**config.mk**
```make
export PLATFORM = sky130hd
export DESIGN_NAME = keypad_expression_evaluator
export DESIGN_NICKNAME = d
export VERILOG_FILES = /design/src/design/kee_pkg.sv /design/src/design/kee_front.sv /design/src/design/kee_fifo.sv /design/src/design/kee_div.sv /design/src/design/kee_back.sv /design/src/design/keypad_expression_evaluator.sv
export SDC_FILE = /design/constraint.sdc
export NUM_CORES = 2
export LEC_CHECK = 0
export BUFFER_PORTS_ARGS = -buffer_cell sky130_fd_sc_hd__buf_4
export CAP_MARGIN = 20
export CORE_MARGIN = 2
export CORE_UTILIZATION = 40
export DETAILED_ROUTE_END_ITERATION = 6
export PLACE_DENSITY_LB_ADDON = 0.12
export SLEW_MARGIN = 20
export SYNTH_ARGS = -nofsm -noshare
export SYNTH_HDL_FRONTEND = slang
export SYNTH_SLANG_ARGS = --single-unit
```
**constraint.sdc**
```tcl
create_clock -name aclk -period 21.2 [get_ports aclk]
set_input_delay 4.24 -clock aclk [delete_from_list [all_inputs] [get_ports aclk]]
set_output_delay 4.24 -clock aclk [all_outputs]
set_load 0.005 [all_outputs]
```
**src/design/kee_pkg.sv**
```systemverilog
package kee_pkg;

    // default expression length limit, in keys
    localparam int MAX_LEN_DEFAULT = 40;

    // entries in the queue between classifier and executor
    localparam int QUEUE_DEPTH = 4;

    // key codes
    localparam logic [7:0] KEY_EQUALS = 8'h3D;
    localparam logic [7:0] KEY_PLUS   = 8'h2B;
    localparam logic [7:0] KEY_MINUS  = 8'h2D;
    localparam logic [7:0] KEY_TIMES  = 8'h2A;
    localparam logic [7:0] KEY_DIVIDE = 8'h2F;
    localparam logic [7:0] KEY_ZERO   = 8'h30;
    localparam logic [7:0] KEY_NINE   = 8'h39;

    typedef enum logic [2:0] {
        OP_PLUS,
        OP_MINUS,
        OP_TIMES,
        OP_DIVIDE,
        OP_OTHER
    } op_t;

    typedef enum logic [1:0] {
        KIND_DIGIT,
        KIND_OPERATOR,
        KIND_EVALUATE
    } kind_t;

    // one classified key as it sits in the queue
    typedef struct packed {
        kind_t      kind;
        logic [3:0] digit;
        op_t        op;
    } entry_t;

    // divider request and response
    typedef struct packed {
        logic        start;
        logic [31:0] dividend;
        logic [31:0] divisor;
    } div_req_t;

    typedef struct packed {
        logic        done;
        logic [31:0] quotient;
    } div_rsp_t;

    function automatic op_t decode_op(input logic [7:0] key);
        op_t op;
        unique case (key)
            KEY_PLUS:   op = OP_PLUS;
            KEY_MINUS:  op = OP_MINUS;
            KEY_TIMES:  op = OP_TIMES;
            KEY_DIVIDE: op = OP_DIVIDE;
            default:    op = OP_OTHER;
        endcase
        return op;
    endfunction

endpackage

```
**src/design/kee_front.sv**
```systemverilog
module kee_front #(
    parameter int MAX_LEN = kee_pkg::MAX_LEN_DEFAULT
) (
    input  logic            aclk,
    input  logic            aresetn,
    input  logic            s_tvalid,
    output logic            s_tready,
    input  logic [7:0]      s_tdata,     // [7:0] key_code
    input  logic            queue_full,
    output logic            push,
    output kee_pkg::entry_t push_entry
);
    import kee_pkg::*;

    localparam int CountWidth = $clog2(MAX_LEN);
    localparam logic [CountWidth-1:0] CountLimit = CountWidth'(MAX_LEN - 1);

    logic [CountWidth-1:0] count_reg;
    logic [CountWidth-1:0] count_next;
    logic                  accept;
    logic                  is_eval;
    logic                  is_digit;
    logic                  at_limit;
    logic [7:0]            digit_wide;

    // key classification
    assign s_tready   = !queue_full;
    assign accept     = s_tvalid && s_tready;
    assign is_eval    = (s_tdata == KEY_EQUALS);
    assign is_digit   = (s_tdata >= KEY_ZERO) && (s_tdata <= KEY_NINE);
    assign at_limit   = (count_reg == CountLimit);
    assign digit_wide = s_tdata - KEY_ZERO;

    // keys past the limit are dropped, '=' always goes through
    assign push = accept && (is_eval || !at_limit);

    always_comb begin
        push_entry.digit = digit_wide[3:0];
        push_entry.op    = decode_op(s_tdata);
        if (is_eval) begin
            push_entry.kind = KIND_EVALUATE;
        end else if (is_digit) begin
            push_entry.kind = KIND_DIGIT;
        end else begin
            push_entry.kind = KIND_OPERATOR;
        end
    end

    // key counter per expression
    always_comb begin
        count_next = count_reg;
        if (accept) begin
            if (is_eval) begin
                count_next = '0;
            end else if (!at_limit) begin
                count_next = count_reg + 1'b1;
            end
        end
    end

    always_ff @(posedge aclk) begin
        if (!aresetn) begin
            count_reg <= '0;
        end else begin
            count_reg <= count_next;
        end
    end

    a_count_bounded: assert property (@(posedge aclk) disable iff (!aresetn)
        count_reg <= CountLimit)
        else $error("key count beyond limit");

endmodule

```
**src/design/kee_fifo.sv**
```systemverilog
module kee_fifo #(
    parameter int DEPTH = kee_pkg::QUEUE_DEPTH
) (
    input  logic            aclk,
    input  logic            aresetn,
    input  logic            push,
    input  kee_pkg::entry_t push_entry,
    input  logic            pop,
    output kee_pkg::entry_t pop_entry,
    output logic            full,
    output logic            empty
);
    import kee_pkg::*;

    localparam int AddrWidth  = (DEPTH > 1) ? $clog2(DEPTH) : 1;
    localparam int CountWidth = $clog2(DEPTH + 1);
    localparam logic [AddrWidth-1:0]  LastAddr  = AddrWidth'(DEPTH - 1);
    localparam logic [CountWidth-1:0] FullCount = CountWidth'(DEPTH);

    entry_t                slot_reg [DEPTH];
    logic [AddrWidth-1:0]  wr_ptr_reg;
    logic [AddrWidth-1:0]  rd_ptr_reg;
    logic [CountWidth-1:0] count_reg;
    logic                  do_push;
    logic                  do_pop;

    assign full      = (count_reg == FullCount);
    assign empty     = (count_reg == '0);
    assign do_push   = push && !full;
    assign do_pop    = pop && !empty;
    assign pop_entry = slot_reg[rd_ptr_reg];

    // storage
    always_ff @(posedge aclk) begin
        if (do_push) begin
            slot_reg[wr_ptr_reg] <= push_entry;
        end
    end

    // pointers and fill level
    always_ff @(posedge aclk) begin
        if (!aresetn) begin
            wr_ptr_reg <= '0;
            rd_ptr_reg <= '0;
            count_reg  <= '0;
        end else begin
            if (do_push) begin
                wr_ptr_reg <= (wr_ptr_reg == LastAddr) ? '0 : wr_ptr_reg + 1'b1;
            end
            if (do_pop) begin
                rd_ptr_reg <= (rd_ptr_reg == LastAddr) ? '0 : rd_ptr_reg + 1'b1;
            end
            if (do_push && !do_pop) begin
                count_reg <= count_reg + 1'b1;
            end else if (do_pop && !do_push) begin
                count_reg <= count_reg - 1'b1;
            end
        end
    end

    a_no_overflow: assert property (@(posedge aclk) disable iff (!aresetn)
        push |-> !full)
        else $error("push into full queue");

    a_level_bounded: assert property (@(posedge aclk) disable iff (!aresetn)
        count_reg <= FullCount)
        else $error("queue level out of range");

endmodule

```
**src/design/kee_div.sv**
```systemverilog
module kee_div (
    input  logic              aclk,
    input  logic              aresetn,
    input  kee_pkg::div_req_t req,
    output kee_pkg::div_rsp_t rsp
);
    import kee_pkg::*;

    typedef enum logic [1:0] {
        DV_IDLE,
        DV_RUN,
        DV_FIX
    } dv_state_t;

    dv_state_t   state_reg,   state_next;
    logic [31:0] rem_reg,     rem_next;
    logic [31:0] quo_reg,     quo_next;
    logic [31:0] dsr_reg,     dsr_next;
    logic        neg_reg,     neg_next;
    logic [4:0]  step_reg,    step_next;
    logic        done_reg,    done_next;
    logic [31:0] result_reg,  result_next;
    logic [32:0] shifted;
    logic [32:0] diff;

    // one restoring step per cycle on magnitudes
    assign shifted = {rem_reg, quo_reg[31]};
    assign diff    = shifted - {1'b0, dsr_reg};

    always_comb begin
        state_next  = state_reg;
        rem_next    = rem_reg;
        quo_next    = quo_reg;
        dsr_next    = dsr_reg;
        neg_next    = neg_reg;
        step_next   = step_reg;
        done_next   = 1'b0;
        result_next = result_reg;
        unique case (state_reg)
            DV_IDLE: begin
                if (req.start) begin
                    quo_next   = req.dividend[31] ? -req.dividend : req.dividend;
                    dsr_next   = req.divisor[31] ? -req.divisor : req.divisor;
                    neg_next   = req.dividend[31] ^ req.divisor[31];
                    rem_next   = '0;
                    step_next  = '0;
                    state_next = DV_RUN;
                end
            end
            DV_RUN: begin
                if (!diff[32]) begin
                    rem_next = diff[31:0];
                    quo_next = {quo_reg[30:0], 1'b1};
                end else begin
                    rem_next = shifted[31:0];
                    quo_next = {quo_reg[30:0], 1'b0};
                end
                step_next = step_reg + 1'b1;
                if (step_reg == 5'd31) begin
                    state_next = DV_FIX;
                end
            end
            DV_FIX: begin
                // sign of the quotient, truncated toward zero
                result_next = neg_reg ? -quo_reg : quo_reg;
                done_next   = 1'b1;
                state_next  = DV_IDLE;
            end
            default: state_next = DV_IDLE;
        endcase
    end

    always_ff @(posedge aclk) begin
        if (!aresetn) begin
            state_reg <= DV_IDLE;
            done_reg  <= 1'b0;
        end else begin
            state_reg <= state_next;
            done_reg  <= done_next;
        end
        rem_reg    <= rem_next;
        quo_reg    <= quo_next;
        dsr_reg    <= dsr_next;
        neg_reg    <= neg_next;
        step_reg   <= step_next;
        result_reg <= result_next;
    end

    assign rsp.done     = done_reg;
    assign rsp.quotient = result_reg;

    a_start_when_idle: assert property (@(posedge aclk) disable iff (!aresetn)
        req.start |-> state_reg == DV_IDLE)
        else $error("divider started while busy");

    a_done_after_fix: assert property (@(posedge aclk) disable iff (!aresetn)
        done_reg |-> $past(state_reg == DV_FIX))
        else $error("divider done without sign fix");

endmodule

```
**src/design/kee_back.sv**
```systemverilog
module kee_back (
    input  logic              aclk,
    input  logic              aresetn,
    input  logic              empty,
    input  kee_pkg::entry_t   entry,
    output logic              pop,
    output kee_pkg::div_req_t div_req,
    input  kee_pkg::div_rsp_t div_rsp,
    output logic              m_tvalid,
    input  logic              m_tready,
    output logic [31:0]       m_tdata,   // [31:0] result_value
    output logic [0:0]        m_tuser    // [0] divide_by_zero
);
    import kee_pkg::*;

    typedef enum logic [1:0] {
        ST_IDLE,
        ST_DIV,
        ST_SUM
    } state_t;

    state_t      state_reg,     state_next;
    logic [31:0] total_reg,     total_next;
    logic [31:0] term_reg,      term_next;
    logic [31:0] number_reg,    number_next;
    op_t         op_reg,        op_next;
    logic        flag_reg,      flag_next;
    entry_t      cmd_reg,       cmd_next;
    logic        out_valid_reg, out_valid_next;
    logic [31:0] out_value_reg, out_value_next;
    logic        out_flag_reg,  out_flag_next;
    logic [31:0] product;
    logic [31:0] times_ten;
    logic        div_needed;

    assign product    = term_reg * number_reg;
    assign times_ten  = {number_reg[28:0], 3'b000} + {number_reg[30:0], 1'b0}
                      + {28'd0, entry.digit};
    assign div_needed = (op_reg == OP_DIVIDE) && (number_reg != '0);

    always_comb begin
        state_next       = state_reg;
        total_next       = total_reg;
        term_next        = term_reg;
        number_next      = number_reg;
        op_next          = op_reg;
        flag_next        = flag_reg;
        cmd_next         = cmd_reg;
        out_valid_next   = out_valid_reg && !m_tready;
        out_value_next   = out_value_reg;
        out_flag_next    = out_flag_reg;
        pop              = 1'b0;
        div_req.start    = 1'b0;
        div_req.dividend = term_reg;
        div_req.divisor  = number_reg;
        unique case (state_reg)
            ST_IDLE: begin
                if (!empty) begin
                    pop      = 1'b1;
                    cmd_next = entry;
                    if (entry.kind == KIND_DIGIT) begin
                        number_next = times_ten;
                    end else begin
                        // apply the pending operator to the number entered
                        unique case (op_reg)
                            OP_PLUS: begin
                                total_next = total_reg + term_reg;
                                term_next  = number_reg;
                            end
                            OP_MINUS: begin
                                total_next = total_reg + term_reg;
                                term_next  = -number_reg;
                            end
                            OP_TIMES: begin
                                term_next = product;
                            end
                            OP_DIVIDE: begin
                                if (number_reg == '0) begin
                                    flag_next = 1'b1;
                                end
                            end
                            default: ;
                        endcase
                        if (div_needed) begin
                            div_req.start = 1'b1;
                            state_next    = ST_DIV;
                        end else if (entry.kind == KIND_EVALUATE) begin
                            state_next = ST_SUM;
                        end else begin
                            op_next     = entry.op;
                            number_next = '0;
                        end
                    end
                end
            end
            ST_DIV: begin
                if (div_rsp.done) begin
                    term_next = div_rsp.quotient;
                    if (cmd_reg.kind == KIND_EVALUATE) begin
                        state_next = ST_SUM;
                    end else begin
                        op_next     = cmd_reg.op;
                        number_next = '0;
                        state_next  = ST_IDLE;
                    end
                end
            end
            ST_SUM: begin
                // hand out the total once the output register is free
                if (!out_valid_reg || m_tready) begin
                    out_valid_next = 1'b1;
                    out_value_next = total_reg + term_reg;
                    out_flag_next  = flag_reg;
                    total_next     = '0;
                    term_next      = '0;
                    number_next    = '0;
                    op_next        = OP_PLUS;
                    flag_next      = 1'b0;
                    state_next     = ST_IDLE;
                end
            end
            default: state_next = ST_IDLE;
        endcase
    end

    always_ff @(posedge aclk) begin
        if (!aresetn) begin
            state_reg     <= ST_IDLE;
            total_reg     <= '0;
            term_reg      <= '0;
            number_reg    <= '0;
            op_reg        <= OP_PLUS;
            flag_reg      <= 1'b0;
            out_valid_reg <= 1'b0;
        end else begin
            state_reg     <= state_next;
            total_reg     <= total_next;
            term_reg      <= term_next;
            number_reg    <= number_next;
            op_reg        <= op_next;
            flag_reg      <= flag_next;
            out_valid_reg <= out_valid_next;
        end
        cmd_reg       <= cmd_next;
        out_value_reg <= out_value_next;
        out_flag_reg  <= out_flag_next;
    end

    assign m_tvalid   = out_valid_reg;
    assign m_tdata    = out_value_reg;
    assign m_tuser[0] = out_flag_reg;

    a_done_in_div: assert property (@(posedge aclk) disable iff (!aresetn)
        div_rsp.done |-> state_reg == ST_DIV)
        else $error("divider result outside divide state");

endmodule

```
**src/design/keypad_expression_evaluator.sv**
```systemverilog
// keypad expression evaluator
// s_ channel: one key code per transfer (ascii digit, operator or '=').
// m_ channel: one transfer per '=', carrying the wrapped 32-bit total in
// m_tdata and the divide-by-zero flag in m_tuser.
// a classifier takes keys into a four-entry queue; an executor drains it.
// digit and +, -, * keys are each handled as the executor pops them. a '/'
// applied with a nonzero divisor runs a bit-serial divider, one quotient
// bit per cycle plus sign handling. '=' reaches m_ through the queue,
// the sum state and the output register, after any division it completes.
// keys past the per-expression limit are dropped by the classifier.
// when the receiver stalls, the result holds in the output register and
// the executor waits at the next '='; keys keep entering until the queue
// is full, then s_tready falls.
// a synchronous reset (aresetn low) clears the queue, the key count and
// the expression state to an empty expression with a pending plus.
module keypad_expression_evaluator #(
    parameter int MAX_LEN = kee_pkg::MAX_LEN_DEFAULT
) (
    input  logic        aclk,
    input  logic        aresetn,
    input  logic        s_tvalid,
    output logic        s_tready,
    input  logic [7:0]  s_tdata,    // [7:0] key_code
    output logic        m_tvalid,
    input  logic        m_tready,
    output logic [31:0] m_tdata,    // [31:0] result_value
    output logic [0:0]  m_tuser     // [0] divide_by_zero
);
    import kee_pkg::*;

    entry_t   push_entry;
    entry_t   pop_entry;
    logic     push;
    logic     pop;
    logic     full;
    logic     empty;
    div_req_t div_req;
    div_rsp_t div_rsp;

    kee_front #(
        .MAX_LEN (MAX_LEN)
    ) u_front (
        .aclk       (aclk),
        .aresetn    (aresetn),
        .s_tvalid   (s_tvalid),
        .s_tready   (s_tready),
        .s_tdata    (s_tdata),
        .queue_full (full),
        .push       (push),
        .push_entry (push_entry)
    );

    kee_fifo #(
        .DEPTH (QUEUE_DEPTH)
    ) u_fifo (
        .aclk       (aclk),
        .aresetn    (aresetn),
        .push       (push),
        .push_entry (push_entry),
        .pop        (pop),
        .pop_entry  (pop_entry),
        .full       (full),
        .empty      (empty)
    );

    kee_div u_div (
        .aclk    (aclk),
        .aresetn (aresetn),
        .req     (div_req),
        .rsp     (div_rsp)
    );

    kee_back u_back (
        .aclk     (aclk),
        .aresetn  (aresetn),
        .empty    (empty),
        .entry    (pop_entry),
        .pop      (pop),
        .div_req  (div_req),
        .div_rsp  (div_rsp),
        .m_tvalid (m_tvalid),
        .m_tready (m_tready),
        .m_tdata  (m_tdata),
        .m_tuser  (m_tuser)
    );

endmodule

```
==> results.yml <==
pwr:
  peakVddDrop_mv: 0.0610
  pwr-share-comb_pct: 37.2
  p_switching_mw: 1.03
  clock_power_share_pct: 28.6
  p_int_mw: 1.50
  seqPwrFrac_pct: 34.2
  netSwitchingFraction_pct: 40.7
  p_leak_nw: 17.4
  p_per_area_mw_per_mm2: 65.3
synthesis:
  synthAdderAreaFrac_pct: 32.3
  synth-xor-area-share_pct: 6.39
  synth_edf_count: 208
  yosysWarningCount: 0
  syn_inst: 3801
  synth_top_family_by_area: "adder cells"
  synthArstFlopShare_pct: 0
  syn_nets: 4486
  yosys_most_used_dff: "edfxtp_1"
  synth_cell_types: 79
  synth_seq_area_share_pct: 24.3
  ys_ff_latch: 329
  syn_area_mm2: 0.0356
  synth_compound_area_share_pct: 11.7
  synth-simple-area-share_pct: 16.5
  synth.avg_cell_area_um2: 9.37
  synthMuxAreaShare_pct: 1.39
clocking:
  tritoncts: "done"
  clk_path_buf_depth: 3
  ctsResizeCount: 0
  clock_sinks: 329
  cts.clk_slew.worst_paths_ns: 0.06
  cts_buffers: 41
  insertion_delay_ns: 0.59
  cts.hold.buffers_added: 0
  root_buffer: "clkbuf_16"
  postCtsSetupBuffers: 0
  htreeDepth: 2
worst_setup_path:
  path_depth: 25
  critPathKind: "reg2reg"
  critPathTopFamily: "adder cells"
  crit_buf_inv: 4
  arrival_ns: 8.71
  end_kind: "flip-flop"
  critPathLaunchType: "flip-flop"
  r2r_cells: 25
  slowest_delay_ns: 0.95
  cp_slowest_cell: "dfxtp_1"
  crit_fanout: 17
  cp.required_ns: 21.68
  crit_top_cell: "fa_1"
grt:
  first_global_vias: 27700
  antenna_found_initial: 2
  grt_max_degree: 70
  overflow: 0
  grt_use_total_pct: 24.9
  grt_pass1_wl_um: 172000
place:
  finalWeightedCongestion: 0.902
  hpwlAfterDp_um: 80500
  portBuffers: 46
sta:
  max_freq_mhz: 122
  period_minus_slack_ns: 8.23
  hold_ws_ns: 0.441
  finalCritPeriodShare_pct: 38.8
  setup_viol: 0
  drv_slew: 0
  worstMarginPinSlew_ns: 1.10
  clock_skew_ns: 0.0284
  timing.final.hold_violations: 0
  relSlewSlack_pct: 27.0
  rsz0062_at_grt: "no"
  tns_ns: 0
hold_path:
  hp-class: "reg2reg"
  min_path_cells: 0
routing:
  first_pass_iters: 6
  dr.first_iter.drc_count: 1884
  wl_um: 111000
  vias_per_cell: 5.40
  wl_per_cell_um: 22.4
  antenna_left: 0
  vias: 26700
  drc: 0
floorplan:
  dieArea_mm2: 0.0915
  start_util_pct: 40.3
  core_area_mm2: 0.0884
  fp-row-count: 109
  die_h_um: 302
  die_w_um: 302
  io_pins: 47
finish:
  largest_reg_flops: 36
  nFillCells: 8607
  layout.nets: 4436
  syn_to_final_growth_pct: 8.47
  regArea_mm2: 0.00867
  post_route_cells_drive_above_1_share_pct: 6.18
  multi_input_area_mm2: 0.0244
run:
  cap_viol_max_count: 0
outcome:
  outcome: "completed"
-- power groups by stage --
| stage | clock network (mW) | registers (mW) | logic [mW] |
|---|---|---|---|
| 2_1_floorplan | 0 | 0.832 | 0.598 |
| 3_3_place_gp | 0 | 0.875 | 0.927 |
| 3_5_place_dp | 0 | 0.877 | 0.930 |
| 4_1_cts | 0.737 | 0.864 | 0.934 |
| 5_1_grt | 0.761 | 0.874 | 1.02 |
| 6_report | 0.721 | 0.862 | 0.939 |
-- logic make-up after synthesis --
group	count (synthesis)
DFF	329
and+or+nand+nor	1181
xor gates and xnor gates	260
adders and majority gates	673
AOI/OAI and AO/OA	632
buffers and inverters	688
muxes	38
-- cell usage after synthesis, types with 8 or more instances --
library cell	n	area share, %
a21o_1	52	1.1
a31oi_1	17	0.30
or3_1	31	0.54
and3_1	13	0.23
nor3b_1	8	0.17
dfxtp_1	121	6.8
a21oi_1	120	1.7
o22ai_1	8	0.14
o21ai_0	167	2.3
o21bai_1	16	0.34
a22o_1	8	0.20
inv_1	468	4.9
nor4_1	10	0.18
xnor2_1	184	4.5
o31ai_1	20	0.42
nand2_1	418	4.4
mux2i_1	28	0.79
nor3_1	37	0.52
or4_1	19	0.40
nor2_1	176	1.9
nand3_1	31	0.44
ha_1	260	9.1
nand2b_1	39	0.68
edfxtp_1	208	18
nor2b_1	46	0.81
fa_1	413	23
nand4_1	9	0.16
o211ai_1	21	0.44
o21a_1	22	0.46
a211oi_1	19	0.40
a21boi_0	11	0.23
and2_1	324	5.7
a221oi_1	10	0.25
mux4_2	9	0.57
xor2_1	76	1.9
a22oi_1	57	1.2
o41ai_1	11	0.27
o211a_1	19	0.53
clkbuf_1	203	2.1
-- placed cells by master, fill, tap and decap left out, types with 20 or more instances in the layout --
cell	count
or3_1	31
a21oi_1	120
o31ai_1	20
dfxtp_1	119
nor2b_1	44
edfxtp_1	208
nand3_1	30
fa_1	413
xor2_1	75
inv_1	468
o21a_1	22
o21ai_0	167
clkbuf_16	41
and2_1	324
ha_1	260
nor3_1	36
nor2_1	173
a21o_1	52
o211ai_1	21
xnor2_1	184
nand2_1	418
nand2b_1	39
buf_4	126
a22oi_1	57
mux2i_1	28
-- layer usage --
layer	wire [um]	GRT usage [%]
met1	50200	35.0
met2	51100	40.5
met3	6470	3.19
met4	2980	6.51
met5	0	0
-- metrics by stage --
stage / utilization (%) / cells / power (mW) / cell area [um2] / setup WS [ns]
2_1_floorplan: - / 3801 / 1.43 / 35600 / 14.12
3_3_place_gp: 42.2 / 4873 / 1.80 / 37300 / 13.20
3_5_place_dp: 42.2 / 4873 / 1.81 / 37300 / 13.09
4_1_cts: 43.7 / 4949 / 2.53 / 38600 / 13.09
5_1_grt: 43.7 / 4949 / 2.66 / 38600 / 12.50
6_report: 43.7 / 4950 / 2.52 / 38600 / 12.97
-- path summary, 6_finish.rpt --
kind / start / to / slack, ns
worst min-delay path: u_back.flag_reg$_SDFFE_PN0P_ / u_back.m_tuser$_DFFE_PP_ / 0.44
worst max register to register: u_back.number_reg[12]$_SDFFE_PN0P_ / u_back.term_reg[28]$_SDFFE_PN0P_ / 12.97
worst max-delay path: u_back.number_reg[12]$_SDFFE_PN0P_ / u_back.term_reg[28]$_SDFFE_PN0P_ / 12.97
worst min register to register: u_back.flag_reg$_SDFFE_PN0P_ / u_back.m_tuser$_DFFE_PP_ / 0.44
-- final cells by class --
cell class	count	share of cell area [%]
multi-input combinational	2784	63.2
sequential	329	22.4
inverter	469	4.56
tap	1165	3.77
clock buffer	56	2.98
timing repair buffer	126	2.45
clock inverter	20	0.563
antenna	1	0.00647
Power figures use the tool's default switching activity.
